File: config.mk
export PLATFORM = sky130hd
export DESIGN_NAME = fnv1k_digest
export DESIGN_NICKNAME = d
export VERILOG_FILES = /design/src/rtl/core/fnv1k_pkg.sv /design/src/rtl/core/fnv1k_digest.sv
export SDC_FILE = /design/constraint.sdc
export NUM_CORES = 1
export LEC_CHECK = 0
export BUFFER_PORTS_ARGS = -buffer_cell sky130_fd_sc_hd__clkbuf_2
export CAP_MARGIN = 10
export CORE_AREA = 2 2 430 432
export DETAILED_ROUTE_END_ITERATION = 16
export DIE_AREA = 0 0 432 434
export MAX_ROUTING_LAYER = met4
export PLACE_DENSITY = 0.45
export SKIP_CTS_REPAIR_TIMING = 1
export SKIP_LAST_GASP = 1
export SLEW_MARGIN = 15
export SYNTH_ARGS = -nofsm -noshare
export SYNTH_HDL_FRONTEND = slang
export SYNTH_SLANG_ARGS = --single-unit
File: constraint.sdc
create_clock -name clk -period 25.3 [get_ports clk]
set_input_delay 2.53 -clock clk [delete_from_list [all_inputs] [get_ports clk]]
set_output_delay 2.53 -clock clk [all_outputs]
set_load 0.02 [all_outputs]
File: src/rtl/core/fnv1k_pkg.sv
// ----------------------------------------------------------------------------
// fnv1k_pkg
// Shared constants and arithmetic for the 1024-bit FNV-1a byte hash.
// ----------------------------------------------------------------------------
package fnv1k_pkg;

    localparam int FNV_WORD_W = 64;
    localparam int FNV_WORDS  = 16;
    localparam int FNV_BITS   = FNV_WORD_W * FNV_WORDS;
    localparam int FNV_IDX_W  = 4;
    localparam int FNV_BYTE_W = 8;

    // Stream payload widths, padded to whole bytes.
    localparam int S_TDATA_W = 8;
    localparam int M_TDATA_W = 72;

    // The prime is 2^680 + 0x18d; 0x18d has bits 0, 2, 3, 7 and 8 set.
    localparam int FNV_PRIME_HIGH = 680;

    typedef logic [FNV_BITS-1:0]   fnv_hash_t;
    typedef logic [FNV_WORD_W-1:0] fnv_word_t;
    typedef logic [FNV_IDX_W-1:0]  fnv_idx_t;

    typedef struct packed {
        logic busy;       // a digest is being sent
        logic last_out;   // the final word of the digest leaves this cycle
    } fnv_dig_status_t;

    localparam fnv_hash_t FNV_BASIS = {
        64'h0000000000000000, 64'h005f7a76758ecc4d,
        64'h32e56d5a591028b7, 64'h4b29fc4223fdada1,
        64'h6c3bf34eda3674da, 64'h9a21d90000000000,
        64'h0000000000000000, 64'h0000000000000000,
        64'h0000000000000000, 64'h0000000000000000,
        64'h0000000000000000, 64'h000000000004c6d7,
        64'heb6e73802734510a, 64'h555f256cc005ae55,
        64'h6bde8cc9c6a93b21, 64'haff4b16c71ee90b3
    };

    typedef struct packed {
        fnv_hash_t sum;
        fnv_hash_t carry;
    } fnv_csa_t;

    // Carry-save adder over three 1024-bit operands, truncated mod 2^1024.
    function automatic fnv_csa_t fnv_csa(input fnv_hash_t a, input fnv_hash_t b,
                                         input fnv_hash_t c);
        fnv_csa_t r;
        r.sum   = a ^ b ^ c;
        r.carry = ((a & b) | (a & c) | (b & c)) << 1;
        return r;
    endfunction

    // x * (2^680 + 0x18d) mod 2^1024: six shifted terms reduced by a
    // carry-save tree to two vectors, then a single wide add.
    function automatic fnv_hash_t fnv_mul_prime(input fnv_hash_t x);
        fnv_csa_t l0a;
        fnv_csa_t l0b;
        fnv_csa_t l1;
        fnv_csa_t l2;
        l0a = fnv_csa(x, x << 2, x << 3);
        l0b = fnv_csa(x << 7, x << 8, x << FNV_PRIME_HIGH);
        l1  = fnv_csa(l0a.sum, l0a.carry, l0b.sum);
        l2  = fnv_csa(l1.sum, l1.carry, l0b.carry);
        return l2.sum + l2.carry;
    endfunction

endpackage

File: src/rtl/core/fnv1k_digest.sv
// ----------------------------------------------------------------------------
// fnv1k_digest
// Holds a finished hash and sends it as sixteen 64-bit words, low word first.
// ----------------------------------------------------------------------------
module fnv1k_digest
    import fnv1k_pkg::*;
(
    input  logic            clk,
    input  logic            rst_n,
    input  logic            load,
    input  fnv_hash_t       hash,
    input  logic            m_tready,
    output logic            m_tvalid,
    output fnv_word_t       digest_word,
    output fnv_idx_t        word_index,
    output logic            final_word,
    output fnv_dig_status_t status
);

    localparam fnv_idx_t LAST_IDX = FNV_IDX_W'(FNV_WORDS - 1);

    fnv_hash_t buf_reg;
    fnv_hash_t buf_next;
    fnv_idx_t  idx_reg;
    fnv_idx_t  idx_next;
    logic      busy_reg;
    logic      busy_next;
    logic      beat;

    assign beat        = busy_reg & m_tready;
    assign m_tvalid    = busy_reg;
    assign digest_word = buf_reg[FNV_WORD_W-1:0];
    assign word_index  = idx_reg;
    assign final_word  = (idx_reg == LAST_IDX);

    assign status.busy     = busy_reg;
    assign status.last_out = beat & final_word;

    always_comb
    begin
        buf_next  = buf_reg;
        idx_next  = idx_reg;
        busy_next = busy_reg;
        if (beat)
        begin
            buf_next = buf_reg >> FNV_WORD_W;
            idx_next = idx_reg + fnv_idx_t'(1);
            if (final_word)
            begin
                busy_next = 1'b0;
            end
        end
        // A new digest may load in the same cycle the previous one finishes.
        if (load)
        begin
            buf_next  = hash;
            idx_next  = '0;
            busy_next = 1'b1;
        end
    end

    always_ff @(posedge clk or negedge rst_n)
    begin
        if (!rst_n)
        begin
            busy_reg <= 1'b0;
            idx_reg  <= '0;
        end
        else
        begin
            busy_reg <= busy_next;
            idx_reg  <= idx_next;
        end
    end

    always_ff @(posedge clk)
    begin
        buf_reg <= buf_next;
    end

endmodule

== Word-level counts from Yosys, hierarchy flattened ==
Cells that the tools add are included.
Storage, ports and cells
  bits in registers: 1029
  latch bits: 0
  memory bits (writable): 0
  ROM bits: 0
  bits of input ports: 1028
  output and inout port bits: 72
  word-level logic and storage cells: 17
  memories kept: 0
Operators by class
  $add $sub $neg: 1
  multiply operators: 0
  divide/modulo/power cells: 0
  $lt $le $gt $ge: 0
  equal/unequal tests: 1
  shift-type cells: 0
  mux-type cells: 7
  bitwise logic cells: 2
  reductions and logical operators: 3
Operators with widths (count)
  two-way mux 1024 bit: 2
  two-way mux 4 bit: 2
  adder 4 x 1 -> 4 bit, second input constant: 1
  == test 4 bit, second input constant: 1
  nonzero test 2 bit: 2
  two-way mux 1 bit: 3
  bitwise AND 1 bit: 2
  AND reduction 2 bit: 1

== Longest topological paths before layout ==
Gate-level depths: netlist of the first run.
  depth in word-level cells: 4
  mapped depth: 5
  depth with buffers taken out: 4

== Worst setup path after synthesis of the first run ==
Ideal clock, no wire load.
  kind: input port to flip-flop
  from: input port load
  to: register buf_reg[0], enable pin
  library setup time: 1.590 ns
  arrival: 27.585 ns
  data required time: 23.710 ns
  setup slack: -3.874 ns
  cell stages on the path: 4
  path buffers: 3
  cells stage by stage: buf_2 > buf_2 > clkbuf_1 > nand2b_1
On the way
  longest elaborated chain between the ends: 1
Ends and longest elaborated chain
  start: declaration: line fnv1k_digest.sv:10  | input logic load,
  nonzero test 2 bit (no line)
  end signal: assignment: line fnv1k_digest.sv:78  | buf_reg <= buf_next;
  end: declaration: line fnv1k_digest.sv:22  | fnv_hash_t buf_reg;
No other way between the ends.
A chain may end at the register's enable or synchronous reset.

== Worst setup path after layout of the first run ==
  from: input port load
  to: register buf_reg[163] (data pin)
On the way
  longest elaborated chain between the ends: 1
Ends and longest elaborated chain
  two-way mux 1024 bit: line fnv1k_digest.sv:54  | if (load)
  via buf_next[163]: line fnv1k_digest.sv:23  | fnv_hash_t buf_next;
The timed path passes the listed nets, and every way through them passes these cells.

==> summary.md, run 1 <==
| Metric | Value |
|---|---|
| Synthesized area | 46,440 um^2 |
| Biggest cell delay along the critical path | 0.99 ns |
| Die Span Y | 434 um |
| Met3 Use GR | 0.03100 |
| CTS tree | yes |
| CP top delay family | buffers and inverters |
| Crit end category | flip-flop |
| Seq/Total Area, Yosys | 0.6648 |
| Synth Net Count | 3,281 |
| M2 GR Usage | 0.2606 |
| Final Cell Area | 57,410 um^2 |
| Tmin final | 6.515 ns |
| Hold/Removal Path Class | reg2reg |
| Final GP Congestion | 0.8214 |
| Worst Path Required | 25.81 ns |
| DRT Pass-1 Iters | 4 |
| Max Fclk | 153.5 MHz |
| Die width | 432 um |
| H-tree Lvls | 3 |
| First DRT Iteration DRCs | 1,620 |
| # port buffers | 1,099 |
| Setup Skew | 0.02947 ns |
| Max-slew headroom | 0.2382 |
| Most common cell after layout, fill and taps aside | clkbuf_2 |
| Startpoint types | primary input |
| Crit Path Class | in2reg |
| Drt wl/cell | 23.48 um |
| Largest net degree at the start of global routing | 162 |
| WP buf/inv | 5 |
| Worst EP arrival | 7.03 ns |
| Syn Area/Cell | 20.62 um^2 |
| CTS root buffer | clkbuf_16 |
| Fin crit share | 0.2575 |
| Most frequent cells in the layout | 1,098 x clkbuf_2, 1,024 x edfxtp_1, 700 x mux2_4 |
| Max Cap Viol | 0 |
| Crit path max-delay cell type | buf_4 |
| Filler instances | 18.12k |
| VDD IR max | 0.05139 mV |
| Global route hottest layer | met2 |
| Vias in the first global route | 23.72k |
| Share of layout cells above drive strength 1 | 0.6552 |
| Placed cell area | 53,580 um^2 |
| Core Rows | 157 |
| CTS Buf Count | 121 |
| Leak | 24.09 nW |
| DRC | 0 |
| Tightest Pin Transition | 1.143 ns |
| Worst-path maximum fanout | 133 |
| Outcome | complete, no violations |
| Final WL | 136.9 mm |
| Cells after synthesis | 2,252 |
| Yosys reg bits | 1,029 |
| Antenna violations before repair | 52 |
| Gr ovfl total | 0 |
| Hpwl dp | 103.8 mm |
| Fin Hold WS | 0.5287 ns |
| First-pass GRT wire length | 183.9 mm |
| Non-filler cells, final | 5,828 |
| GRT Util Overall | 0.1443 |
| Clock Latency Late Sink | 0.76 ns |
| IO Count | 1,100 |
| # nets final | 4,346 |
| Post-route ant nets | 0 |
| Reg clk slew, reported paths | 0.06 ns |
| Setup violations, final | 0 |
| Area of the core | 182,500 um^2 |
| Number of flip-flops in the largest register | 1,024 |
| Die area | 187,500 um^2 |
| RSZ-0062 raised after global routing | false |
| YS warnings | 0 |
| TNS Setup | 0 ns |
| Pwr Density | 74.76 nW/um^2 |
| Vias per cell | 3.938 |
| Vias post-DR | 22.95k |
| Initial Util | 0.2545 |
| Area added between synthesis and finish | 23.60% |
| Largest buffer count on any clock path | 3 |
| Cell variety after synth | 21 |
| CP dominant cell by count | buf_12 |
| M1 GR Usage | 0.1574 |
| Cells along the critical path | buf_12, buf_4, buf_12, buf_12, buf_4, mux2_2 |
| Dpl cells | 5,579 |
| Final Hold Vio Count | 0 |
| Clock sinks | 1,029 |
| Fin. max-slew vios | 0 |
[routing by layer]
| layer | share of wire | wire, um |
|---|---|---|
| met1 | 0.38 | 52230 |
| met2 | 0.55 | 74980 |
| met3 | 0.047 | 6450 |
| met4 | 0.023 | 3197 |
| met5 | 0 | 0 |
[report_power, final]
group	total (W)	switching [W]	internal (W)	leakage [nW]
sequential	0.00215	0.0000588	0.00209	10.6
combinational	0.000448	0.000172	0.000276	11.7
clock	0.00169	0.000721	0.000970	1.82
[through the flow]
| stage | power [W] | util | worst slack [ns] |
|---|---|---|---|
| floorplan | 0.002537 | - | 8.560 |
| global placement | 0.002641 | 0.2936 | 18.00 |
| detailed placement | 0.002647 | 0.2936 | 17.97 |
| CTS | 0.004367 | 0.3142 | 18.83 |
| global route | 0.004469 | 0.3146 | 18.56 |
| finish | 0.004292 | 0.3146 | 18.79 |
[kinds of logic (layout without fill, tap and decap cells)]
group,after synthesis,in the layout,synth area share
AOI/OAI and AO/OA,4,4,0.0004849
xor gates and xnor gates,2,2,0.0003772
adders and majority gates,1,1,0.0002694
buffers and inverters,180,1347,0.03486
DFF,1029,1029,0.6648
muxes,960,960,0.2893
other,0,24,0
and+or+nand+nor,76,76,0.009887
[worst reg2reg max path, stage by stage, from the launching register on]
cell and delay, ns:
dfrtp_1 0.45, nand2_1 0.20, nand2b_4 0.68, buf_4 0.84
buf_12 0.77, buf_4 1.06
[Yosys cell counts (all sizes together)]
cell type  count  area, um^2
dfrtp          5       125.1
buf          173        1593
mux2         960       13440
nand3          3       15.01
or3            1       6.260
o21ai          1       5.000
xor2           2       17.52
and2          64       400.4
and3           2       12.51
nand2          3       11.26
nor2           2       7.510
nand2b         1       6.260
clkbuf         7       26.28
ha             1       12.51
a21o           1       7.510
edfxtp      1024       30750
a21oi          2       10.01
[cell type report]
cell class | count | area [um^2] | share of cell area
well taps | 2385 | 2984 | 0.05198
diodes | 24 | 60.06 | 0.001046
multi-input cells | 1043 | 13960 | 0.2431
clock buffers | 158 | 3209 | 0.05591
clock inverters | 67 | 556.8 | 0.009699
repair buffers | 1122 | 5763 | 0.1004
flip-flops and latches | 1029 | 30870 | 0.5378
[path summary, 6_finish.rpt]
| kind | end | slack, ns | startpoint | depth (start not counted) |
|---|---|---|---|---|
| max | buf_reg[163]$_DFFE_PP_ | 18.79 | load | 6 |
| min | buf_reg[401]$_DFFE_PP_ | 0.53 | buf_reg[465]$_DFFE_PP_ | 1 |
| max reg2reg | buf_reg[169]$_DFFE_PP_ | 20.86 | m_tvalid$_DFFE_PN0P_ | 5 |
| min reg2reg | buf_reg[401]$_DFFE_PP_ | 0.53 | buf_reg[465]$_DFFE_PP_ | 1 |
| max in group asynchronous | word_index[0]$_DFFE_PN0P_ | 23.57 | rst_n | 1 |
| min in group asynchronous | m_tvalid$_DFFE_PN0P_ | 1.59 | rst_n | 1 |
Note: power is estimated with default switching activity, not from simulation.
==> run 2: changes to the inputs <==
CORE_AREA = 2 2 434 436   (was 2 2 430 432)
DIE_AREA = 0 0 436 438   (was 0 0 432 434)
PLACE_DENSITY = 0.43   (was 0.45)
clock period = 6.4 ns   (was 25.3 ns; I/O delays follow)
==> run 2 against run 1 <==
Effect of this change:
- total power grew to 3.9 times the previous value
- largest power group unchanged
- final area grew 0.17%
- via count grew 0.13%
- clock power grew to 3.7 times the previous value
- die area grew 1.9%
- clock-buffer cell count shrank 3
- critical path type unchanged
- register-to-register slack lost 17 ns
- final cell count grew 2.4%
- clock skew shrank 0.0034 ns
- hold slack lost 0.36 ns
==> summary.md, run 2 (synthesized netlist as in run 1, its figures left out) <==
| Metric | Value |
|---|---|
| Fin. max-slew vios | 0 |
| Number of flip-flops in the largest register | 1,024 |
| Crit Path Class | in2reg |
| Max Cap Viol | 0 |
| Cells along the critical path | buf_12, buf_4, buf_12, mux2_2 |
| Reg clk slew, reported paths | 0.06 ns |
| GRT Util Overall | 0.1443 |
| Largest buffer count on any clock path | 3 |
| Antenna violations before repair | 61 |
| Worst EP arrival | 3.42 ns |
| Clock Latency Late Sink | 0.76 ns |
| Initial Util | 0.2489 |
| Final GP Congestion | 0.8241 |
| Sequential share of power | 0.513 |
| DRT Pass-1 Iters | 6 |
| First-pass GRT wire length | 187.4 mm |
| Largest net degree at the start of global routing | 154 |
| IO Count | 1,100 |
| # nets final | 4,361 |
| NetSw | 0.003767 W |
| Tmin final | 2.929 ns |
| CTS tree | yes |
| Setup violations, final | 0 |
| Most frequent cells in the layout | 1,098 x clkbuf_2, 1,024 x edfxtp_1, 700 x mux2_4 |
| Drt wl/cell | 23.31 um |
| Utilization after layout | 0.3082 |
| Max-slew headroom | 0.2388 |
| CP dominant cell by count | buf_12 |
| R2r endpoint | buf_reg[203]$_DFFE_PP_ |
| Most common cell after layout, fill and taps aside | clkbuf_2 |
| Final WL | 139.1 mm |
| First DRT Iteration DRCs | 1,288 |
| M2 GR Usage | 0.2585 |
| CTS root buffer | clkbuf_16 |
| Hpwl dp | 106.3 mm |
| Area added between synthesis and finish | 23.82% |
| Worst Path Required | 6.89 ns |
| Filler instances | 18.75k |
| Hold/Removal Path Class | in2reg |
| RSZ-0062 raised after global routing | false |
| Biggest cell delay along the critical path | 0.70 ns |
| Reg2Reg Depth | 3 |
| H-tree Lvls | 3 |
| Max Fclk | 341.4 MHz |
| CTS Buf Count | 121 |
| Startpoint types | primary input |
| Core Rows | 159 |
| Crit path max-delay cell type | buf_4 |
| Die width | 436 um |
| # port buffers | 1,099 |
| Outcome | complete, no violations |
| Gr ovfl total | 0 |
| Worst-path maximum fanout | 153 |
| Share of layout cells above drive strength 1 | 0.6562 |
| Vias post-DR | 22.98k |
| Fin crit share | 0.4576 |
| TNS Setup | 0 ns |
| Tightest Pin Transition | 1.142 ns |
| DRC | 0 |
| Setup Skew | 0.02606 ns |
| Vias in the first global route | 24.06k |
| Crit end category | flip-flop |
| VDD IR max | 0.2089 mV |
| Post-route ant nets | 0 |
| Clock sinks | 1,029 |
| Int Pwr | 0.01286 W |
| R2r setup slk | 3.67 ns |
| Met3 Use GR | 0.03407 |
| Vias per cell | 3.851 |
| Combinational share of power | 0.107 |
| Worst Min Path Start | hash[1006] |
| Leak | 24.08 nW |
| Die area | 191,000 um^2 |
| Area of the core | 186,600 um^2 |
| Global route hottest layer | met2 |
| M1 GR Usage | 0.1540 |
| Die Span Y | 438 um |
| Sw frac | 0.2265 |
| Pwr Density | 289.2 nW/um^2 |
| WHS Path Cells | 2 |
| Worst r2r src | m_tvalid$_DFFE_PN0P_ |
| Hold endpoint | buf_reg[1006]$_SDFFCE_PN0P_ |
| Clock Power Share | 0.380 |
| Final Hold Vio Count | 0 |
==> run 2: final cells by class <==
class / instances / area (um^2) / share of cell area
Multi-Input combinational cell: 1043 / 13960 / 0.2427
Clock inverter: 65 / 362.8 / 0.006310
Timing Repair Buffer: 1137 / 5928 / 0.1031
Antenna cell: 42 / 105.1 / 0.001828
Tap cell: 2495 / 3122 / 0.05429
Sequential cell: 1029 / 30870 / 0.5369
Clock buffer: 155 / 3156 / 0.05487
==> run 2: power groups by stage <==
stage	logic, W	registers (W)	clock network (W)
detailed placement	0.00181	0.00869	0
global placement	0.00179	0.00868	0
floorplan	0.00130	0.00863	0
CTS	0.00181	0.00855	0.00658
global route	0.00192	0.00860	0.00681
finish	0.00178	0.00853	0.00633
==> run 2: per-stage QoR <==
step	setup slack [ns]	cell area [um^2]	hold WS, ns	total power, W	std cells
after global placement	2.800	53870	0.4679	0.01047	5703
after global routing	3.413	57490	0.1042	0.01733	5960
after detailed placement	2.793	53870	0.4706	0.01049	5703
after floorplan	-2.155	46480	0.3444	0.009933	2252
after CTS	3.538	57390	-0.3946	0.01694	5923
final	3.471	57510	0.1649	0.01663	5966
==> run 2: critical path: cells and delay by family <==
| family | cells | cell delay [ns] |
|---|---|---|
| buffers and inverters | 3 | 1.74 |
| muxes | 1 | 0.42 |
==> run 2: routing by layer <==
layer / wire, um / share of wire
met1: 52460 / 0.38
met2: 76220 / 0.55
met3: 6645 / 0.048
met4: 3748 / 0.027
met5: 0 / 0
==> run 2: worst max path at each step <==
stage | start | to | slack, ns
floorplan | load | buf_reg[0]$_DFFE_PP_ | -2.16
global placement | load | buf_reg[297]$_DFFE_PP_ | 2.80
detailed placement | load | buf_reg[640]$_DFFE_PP_ | 2.79
CTS | m_tvalid$_DFFE_PN0P_ | buf_reg[554]$_DFFE_PP_ | 3.54
global route | m_tvalid$_DFFE_PN0P_ | buf_reg[377]$_DFFE_PP_ | 3.41
finish | load | buf_reg[39]$_DFFE_PP_ | 3.47
==> run 3: changes to the inputs <==
ABC_AREA = 1   (was default)
CORE_AREA = 2 2 423 425   (was 2 2 434 436)
DIE_AREA = 0 0 425 427   (was 0 0 436 438)
PLACE_DENSITY = 0.45   (was 0.43)
clock period = 2.44 ns   (was 6.4 ns; I/O delays follow)
==> run 3 against run 2 <==
Effect of this change:
- worst setup slack got worse by 3.1 ns
- register-to-register slack got worse by 3.1 ns
- final cell count increased by 49%
- clock-buffer cell count increased by 3
- flip-flop and latch count unchanged
- area after synthesis decreased by 5.1%
- critical path type is now reg2out
==> summary.md, run 3 <==
| Metric | Value |
|---|---|
| Outcome | complete, no violations |
| R2r setup slk | 0.60 ns |
| First DRT Iteration DRCs | 2,360 |
| YS warnings | 0 |
| Max-slew headroom | 0.3658 |
| First-pass GRT wire length | 208.2 mm |
| TNS Setup | 0 ns |
| # port buffers | 1,099 |
| Synthesized area | 44,090 um^2 |
| Setup violations, final | 0 |
| Reg clk slew, reported paths | 0.06 ns |
| Gr ovfl total | 0 |
| Final Hold Vio Count | 0 |
| Core Rows | 155 |
| CTS root buffer | clkbuf_16 |
| Area of the core | 177,300 um^2 |
| Fin. max-slew vios | 0 |
| Setup Skew | 0.03007 ns |
| Crit Path Class | reg2out |
| Fin crit share | 0.8410 |
| Most common cell after layout, fill and taps aside | nand2_1 |
| Synth Flop Type | edfxtp_1 |
| Synth cell count leaders | 2,950 x nand2_1, 1,024 x edfxtp_1, 164 x buf_4 |
| Cell variety after synth | 17 |
| Final WL | 157.3 mm |
| Cells along the critical path | ha_1, nand3_1, nor2_1, clkbuf_2 |
| RSZ-0062 raised after global routing | false |
| Vias in the first global route | 31.37k |
| Post-route ant nets | 0 |
| Vias per cell | 4.042 |
| Die area | 181,500 um^2 |
| CTS Buf Count | 119 |
| Max Cap Viol | 0 |
| Number of flip-flops in the largest register | 1,024 |
| H-tree Lvls | 3 |
| Area added between synthesis and finish | 48.63% |
| Largest buffer count on any clock path | 3 |
| Cells after synthesis | 4,347 |
| Vias post-DR | 35.83k |
| Tightest Pin Transition | 0.9513 ns |
| DRT Pass-1 Iters | 6 |
| Largest net degree at the start of global routing | 202 |
| Syn Area/Cell | 10.14 um^2 |
| Area leader, netlist | edfxtp_1 |
| Synth Net Count | 5,376 |
| Die Span Y | 427 um |
| Crit path max-delay cell type | dfrtp_1 |
| Tmin final | 2.052 ns |
| Fin Hold WS | 0.07129 ns |
| Most common cell in the netlist | nand2_1 |
| Share of layout cells above drive strength 1 | 0.2023 |
| Post-synth EDFFs | 1,024 |
| Ys async rst share | 0.004859 |
| # nets final | 7,398 |
| VDD IR max | 0.5778 mV |
| Leak | 30.87 nW |
| Pwr Density | 674.8 nW/um^2 |
| CTS tree | yes |
| Worst EP arrival | 1.81 ns |
| GRT Util Overall | 0.1612 |
| Biggest cell delay along the critical path | 0.43 ns |
| Final GP Congestion | 0.8709 |
| Seq/Total Area, Yosys | 0.7002 |
| Initial Util | 0.2488 |
| Yosys reg bits | 1,029 |
| Die width | 425 um |
| Area share of the largest cell type after synthesis | 0.6973 |
| Worst Path Required | 2.20 ns |
| Max Fclk | 487.3 MHz |
| IO Count | 1,100 |
| Drt wl/cell | 17.74 um |
| DRC | 0 |
| Clock Latency Late Sink | 0.75 ns |
| Most frequent cells in the layout | 2,948 x nand2_1, 1,098 x clkbuf_2, 1,033 x dlygate4sd3_1 |
| Power consumption | 0.04423 W |
| Startpoint types | flip-flop |
| Hpwl dp | 108.7 mm |
| Hold/Removal Path Class | in2reg |
| Clock sinks | 1,029 |
| Crit end category | primary output |
| Worst-path maximum fanout | 4 |
| Top post-synthesis cells by area | edfxtp_1 70%, nand2_1 25%, buf_4 2.8%, inv_1 0.56%, clkbuf_1 0.54% |
| Antenna violations before repair | 55 |
-- run 3: changes by cell type after synthesis, moves of 25 or more --
cell	before	now
and2_1	64	0
buf_2	10	35
buf_4	85	164
buf_6	71	8
clkbuf_1	7	63
inv_1	0	66
mux2_2	260	0
mux2_4	700	0
nand2_1	3	2950
-- run 3: final timing paths --
| check | start | to | cells after the start |
|---|---|---|---|
| hold reg to reg | buf_reg[829]$_DFFE_PP_ | buf_reg[765]$_DFFE_PP_ | 2 |
| max in group asynchronous | rst_n | m_tvalid$_DFFE_PN0P_ | 3 |
| hold / removal | load | buf_reg[242]$_DFFE_PP_ | 3 |
| setup reg to reg | m_tvalid$_DFFE_PN0P_ | buf_reg[614]$_DFFE_PP_ | 3 |
| setup / recovery | word_index[0]$_DFFE_PN0P_ | status[0] | 4 |
| min in group asynchronous | rst_n | word_index[0]$_DFFE_PN0P_ | 3 |
-- run 3: cell families after synthesis --
| group | synth area share |
|---|---|
| AND/OR/NAND/NOR | 0.2519 |
| flip-flops | 0.7002 |
| buffers and inverters | 0.04688 |
| AO/OA/AOI/OAI | 0.0005674 |
| XOR/XNOR | 0.0001987 |
| adder cells (fa/ha/maj) | 0.0002837 |
-- run 3: metrics by stage --
step | instance area, um^2 | setup WS [ns] | cells | utilization
after floorplan | 44130 | -2.541 | 4347 | -
after global placement | 51550 | 0.4563 | 7570 | 0.2908
after detailed placement | 51550 | 0.4261 | 7570 | 0.2908
after CTS | 55090 | 0.3204 | 7789 | 0.3108
after global routing | 65540 | 0.2173 | 8865 | 0.3697
final | 65540 | 0.3879 | 8866 | 0.3697
-- run 3: power breakdown --
group	total, W	switching [W]	internal, W	leakage (nW)
combinational	0.00543	0.00288	0.00255	18.4
clock	0.0165	0.00729	0.00926	1.73
sequential	0.0222	0.000632	0.0216	10.8
-- run 3: worst max-delay path, delay by kind of cell, from the launching register on --
kind                     cells  cell delay [ns]
flip-flops                   1             0.43
buffers and inverters        1             0.17
AND/OR/NAND/NOR              2             0.26
adder cells (fa/ha/maj)      1             0.22
-- run 3: cell type report --
class / count / area, um^2
Antenna cell: 44 / 110.1
Clock buffer: 158 / 3209
Clock inverter: 61 / 326.6
Fill cell: 17920 / 111700
Inverter: 67 / 267.8
Multi-Input combinational cell: 2965 / 11180
Sequential cell: 1029 / 30880
Tap cell: 2355 / 2947
Timing Repair Buffer: 2187 / 16630
-- run 3: layer usage --
layer	part of all wire	up-vias	routed length [um]	global-route usage
met1	0.41	16410	63830	0.1856
met5	0	-	0	-
met2	0.52	1123	81250	0.2664
li1	-	17970	-	-
met4	0.031	0	4898	0.06992
met3	0.046	325	7277	0.03991
